===== src/rtl/sync_length_crc16_deframer_top_assert.svh =====
// Assertion macros used by the deframer controller.
`ifndef SYNC_LENGTH_CRC16_DEFRAMER_TOP_ASSERT_SVH
`define SYNC_LENGTH_CRC16_DEFRAMER_TOP_ASSERT_SVH
`ifndef SYNTH
// Clocked check, held off while reset is high.
`define SLCD_ASSERT(lbl, clk, rst, prop, msg) \
   lbl: assert property (@(posedge clk) disable iff (rst) prop) else $error(msg);
// Clocked check, also active during reset.
`define SLCD_ASSERT_ALWAYS(lbl, clk, prop, msg) \
   lbl: assert property (@(posedge clk) prop) else $error(msg);
`else
`define SLCD_ASSERT(lbl, clk, rst, prop, msg)
`define SLCD_ASSERT_ALWAYS(lbl, clk, prop, msg)
`endif
`endif


===== src/rtl/slcd_pkg.sv =====
package slcd_pkg;

   // Window geometry
   localparam int WINDOW_BYTES = 14;
   localparam int WIN_IDX_W    = $clog2(WINDOW_BYTES);
   localparam int FILL_W       = $clog2(WINDOW_BYTES + 1);

   // CRC-16/MODBUS
   localparam logic [15:0] CRC_INIT = 16'hFFFF;
   localparam logic [15:0] CRC_POLY = 16'hA001;

   // Result queue depth
   localparam int RSP_DEPTH = 2;

   // Input operations
   localparam logic OP_BYTE  = 1'b0;
   localparam logic OP_CLEAR = 1'b1;

   // Result kinds
   localparam logic [1:0] KIND_PAYLOAD  = 2'd0;
   localparam logic [1:0] KIND_GOOD     = 2'd1;
   localparam logic [1:0] KIND_CRC_ERR  = 2'd2;
   localparam logic [1:0] KIND_OVERSIZE = 2'd3;

   typedef struct packed {
      logic       operation;
      logic [7:0] rx_byte;
   } req_type;

   typedef struct packed {
      logic [1:0]  kind;
      logic [7:0]  payload_byte;
      logic [15:0] command_code;
      logic [31:0] sequence_number;
      logic [15:0] payload_count;
      logic [15:0] tail_word;
      logic        last;
   } rsp_type;

   typedef enum logic [1:0] {
      ST_IDLE,
      ST_DECIDE,
      ST_CRC,
      ST_CLOSE
   } st_type;

   typedef enum logic [1:0] {
      SEL_PAYLOAD,
      SEL_OVERSIZE,
      SEL_SHORT,
      SEL_STATUS
   } res_sel_type;

   // Controller to datapath
   typedef struct packed {
      logic        clear;
      logic        byte_hunt;
      logic        byte_frame;
      logic        rescan;
      logic        load_hdr;
      logic        crc_step;
      logic        close;
      logic        push;
      res_sel_type sel;
   } cmd_type;

   // Datapath to controller
   typedef struct packed {
      logic in_frame;
      logic closing;
      logic fill_last;
      logic oversize;
      logic short_len;
      logic crc_done;
      logic total_is_win;
   } sts_type;

   // One byte through the reflected CRC, bit by bit
   function automatic logic [15:0] crc_byte(input logic [15:0] crc_i,
                                            input logic [7:0]  data_i);
      logic [15:0] c;
      c = crc_i ^ {8'h00, data_i};
      for (int i = 0; i < 8; i++) begin
         c = c[0] ? ((c >> 1) ^ CRC_POLY) : (c >> 1);
      end
      return c;
   endfunction

endpackage


===== src/rtl/slcd_rsp_fifo.sv =====
module slcd_rsp_fifo
   import slcd_pkg::*;
(
   input  logic    clock,
   input  logic    reset,
   input  logic    push,
   input  rsp_type push_data,
   output logic    full,
   output logic    rsp_valid,
   input  logic    rsp_ready,
   output rsp_type rsp_data
);

   localparam int PTR_W = (RSP_DEPTH > 1) ? $clog2(RSP_DEPTH) : 1;
   localparam int CNT_W = $clog2(RSP_DEPTH + 1);

   rsp_type           mem_ff [RSP_DEPTH];
   logic [PTR_W-1:0]  wr_ptr_ff, wr_ptr_in;
   logic [PTR_W-1:0]  rd_ptr_ff, rd_ptr_in;
   logic [CNT_W-1:0]  count_ff, count_in;
   logic              pop;

   assign rsp_valid = (count_ff != '0);
   assign full      = (count_ff == CNT_W'(RSP_DEPTH));
   assign pop       = rsp_valid && rsp_ready;
   assign rsp_data  = mem_ff[rd_ptr_ff];

   // Pointer and occupancy update
   always_comb begin
      wr_ptr_in = wr_ptr_ff;
      rd_ptr_in = rd_ptr_ff;
      count_in  = count_ff;
      if (push) begin
         wr_ptr_in = (wr_ptr_ff == PTR_W'(RSP_DEPTH - 1)) ? '0 : wr_ptr_ff + 1'b1;
      end
      if (pop) begin
         rd_ptr_in = (rd_ptr_ff == PTR_W'(RSP_DEPTH - 1)) ? '0 : rd_ptr_ff + 1'b1;
      end
      if (push && !pop) begin
         count_in = count_ff + 1'b1;
      end else if (pop && !push) begin
         count_in = count_ff - 1'b1;
      end
   end

   always_ff @(posedge clock) begin
      if (reset) begin
         wr_ptr_ff <= '0;
         rd_ptr_ff <= '0;
         count_ff  <= '0;
      end else begin
         wr_ptr_ff <= wr_ptr_in;
         rd_ptr_ff <= rd_ptr_in;
         count_ff  <= count_in;
      end
   end

   // Entry storage
   always_ff @(posedge clock) begin
      if (push) begin
         mem_ff[wr_ptr_ff] <= push_data;
      end
   end

endmodule


===== src/rtl/slcd_dp.sv =====
module slcd_dp
   import slcd_pkg::*;
(
   input  logic        clock,
   input  logic        reset,
   input  cmd_type     cmd,
   input  logic [7:0]  rx_byte,
   input  logic [15:0] sync_word,
   input  logic [16:0] max_frame_bytes,
   output sts_type     sts,
   output rsp_type     push_data
);

   logic [7:0]           win_ff [WINDOW_BYTES];
   logic [7:0]           win_in [WINDOW_BYTES];
   logic [FILL_W-1:0]    fill_ff, fill_in;
   logic [16:0]          offset_ff, offset_in;
   logic [15:0]          length_ff, length_in;
   logic [15:0]          crc_ff, crc_in;
   logic [15:0]          cmd_ff, cmd_in;
   logic [31:0]          seq_ff, seq_in;
   logic [WIN_IDX_W-1:0] idx_ff, idx_in;
   logic [WIN_IDX_W-1:0] endm1_ff, endm1_in;

   logic [16:0]             hdr_total;
   logic [16:0]             frame_total;
   logic [WINDOW_BYTES-2:0] match;
   logic [WIN_IDX_W-1:0]    drop_n;
   logic                    rescan_hit;
   logic [WIN_IDX_W-1:0]    rescan_pos;
   logic [FILL_W-1:0]       rescan_fill;
   logic                    head_sync;
   logic                    crc_inc;
   logic                    closing;
   logic                    start_frame;
   logic [15:0]             stored_crc;
   logic                    shift;

   // Header and frame sizes
   assign hdr_total   = {1'b0, win_ff[2], win_ff[3]} + 17'd6;
   assign frame_total = {1'b0, length_ff} + 17'd6;
   assign closing     = ((offset_ff + 17'd1) == frame_total);
   assign crc_inc     = (({1'b0, offset_ff} + 18'd5) <= {1'b0, frame_total});
   assign head_sync   = ({win_ff[WINDOW_BYTES-1], rx_byte} == sync_word);
   assign start_frame = cmd.crc_step && sts.crc_done && !sts.total_is_win;
   assign shift       = cmd.byte_hunt || cmd.byte_frame;
   assign stored_crc  = {win_ff[10], win_ff[11]};

   // Status to the controller
   always_comb begin
      sts.in_frame     = (offset_ff != '0);
      sts.closing      = closing;
      sts.fill_last    = (fill_ff == FILL_W'(WINDOW_BYTES - 1));
      sts.oversize     = (hdr_total > max_frame_bytes);
      sts.short_len    = (hdr_total < 17'(WINDOW_BYTES));
      sts.crc_done     = (idx_ff == endm1_ff);
      sts.total_is_win = (frame_total == 17'(WINDOW_BYTES));
   end

   // Sync matches at every pair of the full window
   always_comb begin
      for (int k = 0; k < WINDOW_BYTES - 1; k++) begin
         match[k] = ({win_ff[k], win_ff[k+1]} == sync_word);
      end
   end

   // Rescan: the window is right-aligned, so a match at k leaves 14-k bytes
   always_comb begin
      drop_n     = sts.oversize ? WIN_IDX_W'(1) : hdr_total[WIN_IDX_W-1:0];
      rescan_hit = 1'b0;
      rescan_pos = '0;
      for (int k = WINDOW_BYTES - 2; k >= 0; k--) begin
         if (match[k] && (WIN_IDX_W'(k) >= drop_n)) begin
            rescan_hit = 1'b1;
            rescan_pos = WIN_IDX_W'(k);
         end
      end
      rescan_fill = rescan_hit ? (FILL_W'(WINDOW_BYTES) - FILL_W'(rescan_pos))
                               : FILL_W'(1);
   end

   // Window shift line, newest byte at the top
   always_comb begin
      for (int i = 0; i < WINDOW_BYTES - 1; i++) begin
         win_in[i] = shift ? win_ff[i+1] : win_ff[i];
      end
      win_in[WINDOW_BYTES-1] = shift ? rx_byte : win_ff[WINDOW_BYTES-1];
   end

   // Control registers of the frame
   always_comb begin
      fill_in   = fill_ff;
      offset_in = offset_ff;
      length_in = length_ff;
      crc_in    = crc_ff;
      cmd_in    = cmd_ff;
      seq_in    = seq_ff;
      idx_in    = idx_ff;
      endm1_in  = endm1_ff;
      if (cmd.clear || cmd.close) begin
         fill_in   = '0;
         offset_in = '0;
         crc_in    = CRC_INIT;
      end
      if (cmd.byte_hunt) begin
         if (fill_ff == '0) begin
            fill_in = FILL_W'(1);
         end else if (fill_ff == FILL_W'(1)) begin
            fill_in = head_sync ? FILL_W'(2) : FILL_W'(1);
         end else begin
            fill_in = fill_ff + 1'b1;
         end
      end
      if (cmd.byte_frame) begin
         if (crc_inc) begin
            crc_in = crc_byte(crc_ff, rx_byte);
         end
         if (!closing) begin
            offset_in = offset_ff + 17'd1;
         end
      end
      if (cmd.rescan) begin
         fill_in = rescan_fill;
      end
      if (cmd.load_hdr) begin
         length_in = {win_ff[2], win_ff[3]};
         cmd_in    = {win_ff[4], win_ff[5]};
         seq_in    = {win_ff[6], win_ff[7], win_ff[8], win_ff[9]};
         crc_in    = CRC_INIT;
         idx_in    = '0;
         // Last window byte covered by the header CRC pass
         endm1_in  = (hdr_total >= 17'(WINDOW_BYTES + 4)) ?
                     WIN_IDX_W'(WINDOW_BYTES - 1) :
                     (hdr_total[WIN_IDX_W-1:0] - WIN_IDX_W'(5));
      end
      if (cmd.crc_step) begin
         crc_in = crc_byte(crc_ff, win_ff[idx_ff]);
         idx_in = idx_ff + 1'b1;
      end
      if (start_frame) begin
         offset_in = 17'(WINDOW_BYTES);
      end
   end

   always_ff @(posedge clock) begin
      if (reset) begin
         fill_ff   <= '0;
         offset_ff <= '0;
         length_ff <= '0;
         crc_ff    <= CRC_INIT;
         cmd_ff    <= '0;
         seq_ff    <= '0;
         idx_ff    <= '0;
         endm1_ff  <= '0;
      end else begin
         fill_ff   <= fill_in;
         offset_ff <= offset_in;
         length_ff <= length_in;
         crc_ff    <= crc_in;
         cmd_ff    <= cmd_in;
         seq_ff    <= seq_in;
         idx_ff    <= idx_in;
         endm1_ff  <= endm1_in;
      end
   end

   always_ff @(posedge clock) begin
      for (int i = 0; i < WINDOW_BYTES; i++) begin
         win_ff[i] <= win_in[i];
      end
   end

   // Result assembly
   always_comb begin
      push_data = '0;
      unique case (cmd.sel)
         SEL_PAYLOAD: begin
            push_data.kind         = KIND_PAYLOAD;
            push_data.payload_byte = win_ff[10];
            push_data.last         = !closing;
         end
         SEL_OVERSIZE: begin
            push_data.kind = KIND_OVERSIZE;
            push_data.last = 1'b1;
         end
         SEL_SHORT: begin
            push_data.kind = KIND_CRC_ERR;
            push_data.last = 1'b1;
         end
         SEL_STATUS: begin
            push_data.last = 1'b1;
            if (stored_crc == crc_ff) begin
               push_data.kind            = KIND_GOOD;
               push_data.command_code    = cmd_ff;
               push_data.sequence_number = seq_ff;
               push_data.payload_count   = length_ff - 16'd8;
               push_data.tail_word       = {win_ff[12], win_ff[13]};
            end else begin
               push_data.kind = KIND_CRC_ERR;
            end
         end
         default: push_data = '0;
      endcase
   end

endmodule


===== src/rtl/slcd_ctrl.sv =====
module slcd_ctrl
   import slcd_pkg::*;
(
   input  logic    clock,
   input  logic    reset,
   input  logic    req_valid,
   input  logic    operation,
   output logic    req_ready,
   input  logic    rsp_full,
   input  sts_type sts,
   output cmd_type cmd
);

`include "sync_length_crc16_deframer_top_assert.svh"

   st_type state_ff, state_in;
   logic   accept;

   assign accept = req_valid && req_ready;

   always_ff @(posedge clock) begin
      if (reset) begin
         state_ff <= ST_IDLE;
      end else begin
         state_ff <= state_in;
      end
   end

   // Next state and commands
   always_comb begin
      state_in  = state_ff;
      cmd       = '0;
      cmd.sel   = SEL_PAYLOAD;
      req_ready = 1'b0;
      unique case (state_ff)
         ST_IDLE: begin
            req_ready = !rsp_full;
            if (accept) begin
               if (operation == OP_CLEAR) begin
                  cmd.clear = 1'b1;
               end else if (sts.in_frame) begin
                  cmd.byte_frame = 1'b1;
                  cmd.push       = 1'b1;
                  cmd.sel        = SEL_PAYLOAD;
                  if (sts.closing) begin
                     state_in = ST_CLOSE;
                  end
               end else begin
                  cmd.byte_hunt = 1'b1;
                  if (sts.fill_last) begin
                     state_in = ST_DECIDE;
                  end
               end
            end
         end
         ST_DECIDE: begin
            if (sts.oversize || sts.short_len) begin
               if (!rsp_full) begin
                  cmd.push   = 1'b1;
                  cmd.sel    = sts.oversize ? SEL_OVERSIZE : SEL_SHORT;
                  cmd.rescan = 1'b1;
                  state_in   = ST_IDLE;
               end
            end else begin
               cmd.load_hdr = 1'b1;
               state_in     = ST_CRC;
            end
         end
         ST_CRC: begin
            cmd.crc_step = 1'b1;
            if (sts.crc_done) begin
               state_in = sts.total_is_win ? ST_CLOSE : ST_IDLE;
            end
         end
         ST_CLOSE: begin
            if (!rsp_full) begin
               cmd.push  = 1'b1;
               cmd.sel   = SEL_STATUS;
               cmd.close = 1'b1;
               state_in  = ST_IDLE;
            end
         end
         default: state_in = ST_IDLE;
      endcase
   end

   `SLCD_ASSERT(a_push_room, clock, reset, cmd.push |-> !rsp_full, "result pushed into full queue")
   `SLCD_ASSERT(a_frame_start, clock, reset, (state_ff == ST_CRC && sts.crc_done && !sts.total_is_win) |=> (state_ff == ST_IDLE && sts.in_frame), "frame not opened after header CRC")
   `SLCD_ASSERT(a_close_ends, clock, reset, (state_ff == ST_CLOSE && !rsp_full) |=> !sts.in_frame, "frame still open after status")

endmodule


===== src/rtl/sync_length_crc16_deframer_top.sv =====
// A payload result enters the result queue in the cycle of its byte transfer; the
// closing status is pushed from ST_CLOSE once the queue has room. Throughput: one
// byte per cycle while hunting and inside a frame, while the queue is not full; a
// full header window stalls input for ST_DECIDE and the byte-wide CRC (ST_CRC).
// Reset: synchronous, active high; clears control state, sync_word to 0 and
// max_frame_bytes to 4096; the window bytes are not cleared.
module sync_length_crc16_deframer_top
   import slcd_pkg::*;
(
   input  logic        clock,
   input  logic        reset,
   input  logic        req_valid,
   output logic        req_ready,
   input  req_type     req_data,
   output logic        rsp_valid,
   input  logic        rsp_ready,
   output rsp_type     rsp_data,
   input  logic        csr_psel,
   input  logic        csr_penable,
   input  logic        csr_pwrite,
   input  logic [2:0]  csr_paddr,
   input  logic [31:0] csr_pwdata,
   output logic [31:0] csr_prdata,
   output logic        csr_pready
);

   localparam logic CSR_SYNC_WORD = 1'b0;
   localparam logic CSR_MAX_FRAME = 1'b1;

   logic [15:0] sync_ff, sync_in;
   logic [16:0] maxf_ff, maxf_in;
   logic        csr_wr;
   cmd_type     cmd;
   sts_type     sts;
   rsp_type     push_data;
   logic        rsp_full;

   // Register file
   assign csr_pready = 1'b1;
   assign csr_wr     = csr_psel && csr_penable && csr_pwrite && csr_pready;

   always_comb begin
      sync_in    = sync_ff;
      maxf_in    = maxf_ff;
      csr_prdata = '0;
      unique case (csr_paddr[2])
         CSR_SYNC_WORD: begin
            csr_prdata = {16'd0, sync_ff};
            if (csr_wr) begin
               sync_in = csr_pwdata[15:0];
            end
         end
         CSR_MAX_FRAME: begin
            csr_prdata = {15'd0, maxf_ff};
            if (csr_wr) begin
               maxf_in = csr_pwdata[16:0];
            end
         end
         default: csr_prdata = '0;
      endcase
   end

   always_ff @(posedge clock) begin
      if (reset) begin
         sync_ff <= 16'd0;
         maxf_ff <= 17'd4096;
      end else begin
         sync_ff <= sync_in;
         maxf_ff <= maxf_in;
      end
   end

   slcd_ctrl u_ctrl (
      .clock     (clock),
      .reset     (reset),
      .req_valid (req_valid),
      .operation (req_data.operation),
      .req_ready (req_ready),
      .rsp_full  (rsp_full),
      .sts       (sts),
      .cmd       (cmd)
   );

   slcd_dp u_dp (
      .clock           (clock),
      .reset           (reset),
      .cmd             (cmd),
      .rx_byte         (req_data.rx_byte),
      .sync_word       (sync_ff),
      .max_frame_bytes (maxf_ff),
      .sts             (sts),
      .push_data       (push_data)
   );

   slcd_rsp_fifo u_fifo (
      .clock     (clock),
      .reset     (reset),
      .push      (cmd.push),
      .push_data (push_data),
      .full      (rsp_full),
      .rsp_valid (rsp_valid),
      .rsp_ready (rsp_ready),
      .rsp_data  (rsp_data)
   );

endmodule


===== config.mk =====
export PLATFORM = sky130hd
export DESIGN_NAME = sync_length_crc16_deframer_top
export DESIGN_NICKNAME = d
export VERILOG_FILES = /design/src/rtl/slcd_pkg.sv /design/src/rtl/slcd_rsp_fifo.sv /design/src/rtl/slcd_dp.sv /design/src/rtl/slcd_ctrl.sv /design/src/rtl/sync_length_crc16_deframer_top.sv
export VERILOG_INCLUDE_DIRS = /design/src /design/src/rtl
export SDC_FILE = /design/constraint.sdc
export NUM_CORES = 1
export LEC_CHECK = 0
export BUFFER_PORTS_ARGS = -buffer_cell sky130_fd_sc_hd__buf_2
export CAP_MARGIN = 20
export CORE_MARGIN = 4
export CORE_UTILIZATION = 30
export DETAILED_ROUTE_END_ITERATION = 6
export HOLD_SLACK_MARGIN = 0.05
export MAX_ROUTING_LAYER = met4
export PLACE_DENSITY = 0.53
export SYNTH_ARGS = -nofsm -noshare
export SYNTH_HDL_FRONTEND = slang
export SYNTH_SLANG_ARGS = --single-unit
export TNS_END_PERCENT = 100

===== constraint.sdc =====
create_clock -name clock -period 8.92 [get_ports clock]
set_input_delay 0.446 -clock clock [delete_from_list [all_inputs] [get_ports clock]]
set_output_delay 0.446 -clock clock [all_outputs]
set_load 0.1 [all_outputs]

==> results of run 1 <==
[worst paths after layout]
path / startpoint / end / slack [ps]
hold reg to reg: u_dp.cmd_ff[7] / u_dp.cmd_ff[7] / 450
hold / removal: csr_pwdata[10] / maxf_ff[10] / 90
setup / recovery: u_dp.win_ff[3][1] / u_fifo.mem_ff[0][24] / 2740
setup reg to reg: u_dp.win_ff[3][1] / u_fifo.mem_ff[0][24] / 2740
[metrics by stage]
| step | cells | TNS [ps] | setup WS [ps] | cell area, um2 |
|---|---|---|---|---|
| after floorplan | 2273 | -7510 | -82.6 | 24300 |
| after CTS | 3436 | 0 | 2300 | 27700 |
| final | 3442 | 0 | 2740 | 27700 |
| after global routing | 3442 | 0 | 2260 | 27700 |
| after global placement | 3329 | 0 | 2470 | 25800 |
| after detailed placement | 3333 | 0 | 2400 | 25900 |
[cells by family after synthesis]
kind of cell,after synthesis,share of synthesized area
buf+inv,217,0.0391
simple gates,710,0.145
compound gates,305,0.0746
other cells,2,0.000310
flops,447,0.491
fa+ha+maj,51,0.0264
mux,163,0.0869
xor+xnor,364,0.136
[timing repair]
| action | CTS | global route |
|---|---|---|
| setup buffers | 0 | 0 |
| hold buffers | 10 | 0 |
| endpoints found under the hold margin | 12 | 0 |
[power by group through the flow]
stage / clock network, mW / registers [mW] / logic [mW]
5_1_grt: 2.29 / 2.43 / 1.41
6_report: 2.14 / 2.42 / 1.35
3_5_place_dp: 0 / 2.46 / 1.35
2_1_floorplan: 0 / 2.37 / 1.18
4_1_cts: 2.19 / 2.42 / 1.35
3_3_place_gp: 0 / 2.46 / 1.34
[area by class of cell]
class	count	area [um2]	share of cell area
timing repair buffer	199	1200	0.0432
tap	1050	1310	0.0474
multi-input combinational	1609	11400	0.412
antenna	1	2.50	0.0000902
inverter	43	161	0.00582
sequential	447	11900	0.429
clock inverter	26	255	0.00920
clock buffer	67	1480	0.0534
[worst max-delay path, cell delays in order, from the launching register on]
cell      delay, ps
edfxtp_1        840
inv_1           370
ha_1            330
and3b_1         390
nand4_1         240
nor2_1          210
xor2_1          100
ha_1            330
nand4_1         180
nor4_1          380
a21oi_1         180
a31o_2          410
o41ai_1         100
clkbuf_2        240
o21ai_1         100
buf_4           210
a21oi_4         750
buf_4           430
[flip-flops by register name, summed over array words and instances (netlist names), 16 cells and up, named ones only]
register,flops
maxf_ff,17
sync_ff,16
u_dp.cmd_ff,16
u_dp.crc_ff,16
u_dp.length_ff,16
u_dp.offset_ff,17
u_dp.seq_ff,32
u_dp.win_ff,112
u_fifo.mem_ff,182
[cells in the mapped netlist, types with 18 or more instances]
cell type,number
a21oi_1,155
and2_1,98
buf_1,21
buf_2,25
buf_4,18
clkbuf_1,106
dfxtp_1,153
edfxtp_1,294
ha_1,51
inv_1,42
mux2_2,126
mux4_2,22
nand2_1,243
nand3_1,61
nand4_1,62
nor2_1,97
nor3_1,39
nor4_1,45
o21ai_0,56
xnor2_1,213
xor2_1,144
[layer usage]
| layer | global-route usage | routed length, um | vias to the layer above |
|---|---|---|---|
| li1 | - | - | 8165 |
| met1 | 0.220 | 31400 | 8683 |
| met2 | 0.272 | 34000 | 560 |
| met3 | 0.0234 | 4120 | 117 |
| met4 | 0.0415 | 1670 | 0 |
| met5 | - | 0 | - |
==> flow_summary.toml, run 1 <==
[outcome]
status = "finished, final reports clean"

[logic_synthesis]
ys.flop_type = "edfxtp_1"
yosys-top-cells-area = "edfxtp_1 36%, dfxtp_1 13%, xnor2_1 7.7%"
post-synth-top-area-cell = "edfxtp_1"
yosysTopAreaCellShare = 0.365
ys_ff_latch = 447
avgSynthCellArea_um2 = 10.7
synth.distinct_cells = 75
synth-edff-count = 294
async_reset_ff_frac = 0
synthCells = 2259
synth_area_um2 = 24200
seq_area_frac_synth = 0.491
yosysWarnings = 0

[setup_path]
worstSetupStartpointType = "register"
crit_fanout = 21
cp.arrival_ps = 6430
required_ps = 9170
crit_path_end_kind = "register"
r2r_cells = 17
crit_type = "reg -> reg"

[clock_network]
cts_buffers = 50
htreeDepth = 2
cts_root_buf = "clkbuf_16"
cts_resized = 0
path_clk_slew_ps = 60
cts_tree = "done"
cts_max_path_buffers = 3
clock_latency_ps = 620
cts_sinks = 447

[timing]
finalCritPeriodShare = 0.693
tightest_slew_ps = 1070
finClkSkew_ps = 57.0
slew_headroom = 0.287
whs_ps = 90.5
finalMaxSlewViolations = 0
fmax_ghz = 0.162
rsz0062_at_grt = "false"
final.min_clock_period_ps = 6180
setup_viol = 0
final-hold-violation-count = 0

[die]
ios = 177
die_w_um = 292
dieArea_um2 = 85300
rows = 103
die-height_um = 292
start_util = 0.304
core_area_um2 = 79500

[pwr]
clkPwrFrac = 0.362
leakage_nw = 9.61
power.density_nw_per_um2 = 213
power_frac_comb = 0.228
ir_drop_v = 0.000142
p_switching_mw = 2.06
sw_frac_of_total = 0.349
p_int_mw = 3.84
p_seq_frac = 0.410
finalPower_mw = 5.90

[finish]
drive_gt1_frac = 0.185
fill_cells = 7862
syn2layout_area_growth_pct = 14.7
fin_nets = 2452
mostFrequentLayoutCells = "294 x edfxtp_1, 243 x nand2_1, 213 x xnor2_1"
fin_util = 0.349
layout_commonest_cell = "edfxtp_1"

[placement]
dp_hpwl_um = 49500
io_buffers = 143
place.gp.congestion = 0.900

[route]
drc = 0
wl_per_cell_um = 20.7
num_vias = 17500
vias_per_cell = 5.09
drt_pass1_iterations = 6
finalWirelength_um = 71200
drt_iter0_drc = 1307
final_antenna_net_count = 0

[global_route]
grt_pass1_wl_um = 109000
grt_pass1_vias = 17900
overflow = 0
grt_max_degree = 101
grt_use_total = 0.167
grt_antenna_before_repair = 2

[hold_path]
hp-class = "in -> reg"
holdPathStages = 3

[run]
drv_cap = 0
Power figures use the tool's default switching activity.
==> inputs of run 2 (changes only) <==
ABC_AREA = 1   (was unset)
clock period = 5.4 ns   (was 8.92 ns; I/O delays follow)
==> run 2 against run 1 <==
- synthesized cell count up 22%
- non-clock buffer count up 31
- worst hold slack worse by 13 ps
- area after synthesis up 1.0%
- cell count up 17%
- wire length up 12%
- die area up 1.0%
- fmax up 31%
- register-to-register slack worse by 2100 ps
- first-iteration DRC count up 39%
- largest cell class unchanged
==> flow_summary.toml, run 2 <==
[finish]
syn2layout_area_growth_pct = 16.3
fin_nets = 3008
top_register = "u_fifo.mem_ff"
largest_reg_flops = 182
drive_gt1_frac = 0.151
fill_cells = 8308
reg_top3 = "u_fifo.mem_ff (182), u_dp.win_ff (112), u_dp.seq_ff (32)"
multi_input_area_um2 = 10800
layout_commonest_cell = "nand2_1"
mostFrequentLayoutCells = "461 x nand2_1, 294 x edfxtp_1, 293 x inv_1"
ff_latch_area_um2 = 11900

[route]
topRoutingLayerUsed = "met4"
finalWirelength_um = 79800
wl_per_cell_um = 19.9
final_antenna_net_count = 0
met1_length_um = 36800
drt_pass1_iterations = 6
vias_per_cell = 4.92
dr_wl_met2_um = 34600
wl_met3_um = 6200
num_vias = 19700
drt_iter0_drc = 1815
drc = 0

[logic_synthesis]
yosysMostFrequentCell = "nand2_1"
synth-edff-count = 294
synthCells = 2752
ys.flop_type = "edfxtp_1"
synth.distinct_cells = 51
yosys-top-cells-area = "edfxtp_1 36%, dfxtp_1 13%, nand2_1 7.1%"
synthTopCellsByCount = "461 x nand2_1, 294 x edfxtp_1, 294 x inv_1"
post-synth-top-area-cell = "edfxtp_1"
yosysTopAreaCellShare = 0.361
yosysWarnings = 0
ys_ff_latch = 447
seq_area_frac_synth = 0.487
avgSynthCellArea_um2 = 8.88
synth_area_um2 = 24400
async_reset_ff_frac = 0

[outcome]
status = "finished, final reports clean"

[timing]
rsz0062_at_grt = "false"
tightest_slew_ps = 1010
final.min_clock_period_ps = 4720
finalMaxSlewViolations = 0
fmax_ghz = 0.212
setup_viol = 0
final.setup.tns_ps = 0
final-hold-violation-count = 0
finalCritPeriodShare = 0.874
slew_headroom = 0.328
finClkSkew_ps = 56.2

[global_route]
overflow = 0
grt_pass1_vias = 18700
grt_pass1_wl_um = 119000
grt_antenna_before_repair = 3
grt_max_degree = 76
grt_use_total = 0.186

[die]
die_w_um = 293
die-height_um = 293
dieArea_um2 = 86100
core_area_um2 = 80700
rows = 104
start_util = 0.303
ios = 177

[setup_path]
worstSetupStartpointType = "register"
worst_path_max_delay_cell = "edfxtp_1"
required_ps = 5870
rr_endpoint = "u_fifo.count_ff[1]"
crit_path_end_kind = "register"
crit_fanout = 10
cp.arrival_ps = 5200
r2r_slack_ps = 680
r2r_cells = 29
worstSetupEndpoint = "u_fifo.count_ff[1]"
crit_type = "reg -> reg"
startpoint = "u_dp.win_ff[3][3]"
r2r_start = "u_dp.win_ff[3][3]"
cpMostUsedCell = "nand2_1"
slowest_delay_ps = 540

[hold_path]
hp-class = "in -> reg"

[clock_network]
cts_max_path_buffers = 3
cts_resized = 0
htreeDepth = 2
cts_buffers = 51
path_clk_slew_ps = 60
cts_sinks = 447
clock_latency_ps = 640
cts_tree = "done"
cts_root_buf = "clkbuf_16"

[pwr]
ir_drop_v = 0.000349
power.density_nw_per_um2 = 570
finalPower_mw = 16.2
leakage_nw = 11.3

[placement]
io_buffers = 143
dp_hpwl_um = 57400
place.gp.congestion = 0.917

[run]
drv_cap = 0
==> run 2: changes by cell type after synthesis, sizes merged, moves of 24 or more <==
cell	delta
a21oi	+39
and2	-98
inv	+261
mux2	-40
mux4	-24
nand2	+226
nand3	+74
nor2	+141
o21ai	+177
xnor2	-116
==> run 2: how the worst min path moves through the flow <==
| stage | depth (start not counted) | from | slack [ps] | endpoint |
|---|---|---|---|---|
| 6_report | 3 | rsp_ready | 80 | u_fifo.rd_ptr_ff |
| 5_1_grt | 3 | rsp_ready | 110 | u_fifo.rd_ptr_ff |
| 4_1_cts | 3 | rsp_ready | 60 | u_fifo.rd_ptr_ff |
| 3_5_place_dp | 2 | u_dp.seq_ff[23] | 450 | u_dp.seq_ff[23] |
| 3_3_place_gp | 2 | u_dp.seq_ff[27] | 440 | u_dp.seq_ff[27] |
| 2_1_floorplan | 0 | req_data[0] | 370 | u_dp.win_ff[13][0] |
==> run 2: logic make-up (layout without fill, tap and decap cells) <==
kind of cell,Yosys count,count (layout),share of synthesized area
adder cells (fa/ha/maj),51,51,0.0261
other,2,19,0.000307
XOR/XNOR,242,242,0.0867
AO/OA/AOI/OAI,472,472,0.102
AND/OR/NAND/NOR,995,995,0.181
multiplexers,91,91,0.0419
flip-flops,447,447,0.487
buffers and inverters,452,635,0.0759
==> run 2: final cells by class <==
type | count | share of cell area
Antenna cell | 3 | 0.000264
Clock buffer | 66 | 0.0487
Clock inverter | 30 | 0.0133
Inverter | 309 | 0.0408
Multi-Input combinational cell | 1867 | 0.379
Sequential cell | 447 | 0.418
Tap cell | 1060 | 0.0466
Timing Repair Buffer | 230 | 0.0526
==> run 2: report_power, final <==
group	switching, mW	leakage, nW	internal (mW)
Sequential	0.625	4.08	4.56
Combinational	5.58	6.39	1.80
Clock	1.51	0.842	2.12
==> run 2: critical path, delay by kind of cell (launching register included) <==
kind            cells  cell delay, ps
simple gates       17            2150
fa+ha+maj           2             620
compound gates      5             580
flops               1             540
buf+inv             4             430
xor+xnor            1             250
==> run 2: timing repair <==
| item | in CTS | in global routing |
|---|---|---|
| hold buffers | 26 | 0 |
| setup buffers | 0 | 0 |
| endpoints found under the hold margin | 46 | 0 |
==> run 2: metal layers <==
layer	vias up	global-route usage
li1	9515	-
met1	9326	0.257
met2	759	0.276
met3	141	0.0362
met4	0	0.0577
met5	-	-
==> run 2: stage by stage <==
step           cells   util  hold slack [ps]  area [um2]  worst slack, ps
6_report        4012  0.352             77.7       28400              678
5_1_grt         4012  0.352              114       28400              202
4_1_cts         4009  0.352             59.5       28400              713
3_5_place_dp    3887  0.327              447       26400              743
3_3_place_gp    3887  0.327              442       26400              768
2_1_floorplan   2766      -              369       24500             62.1
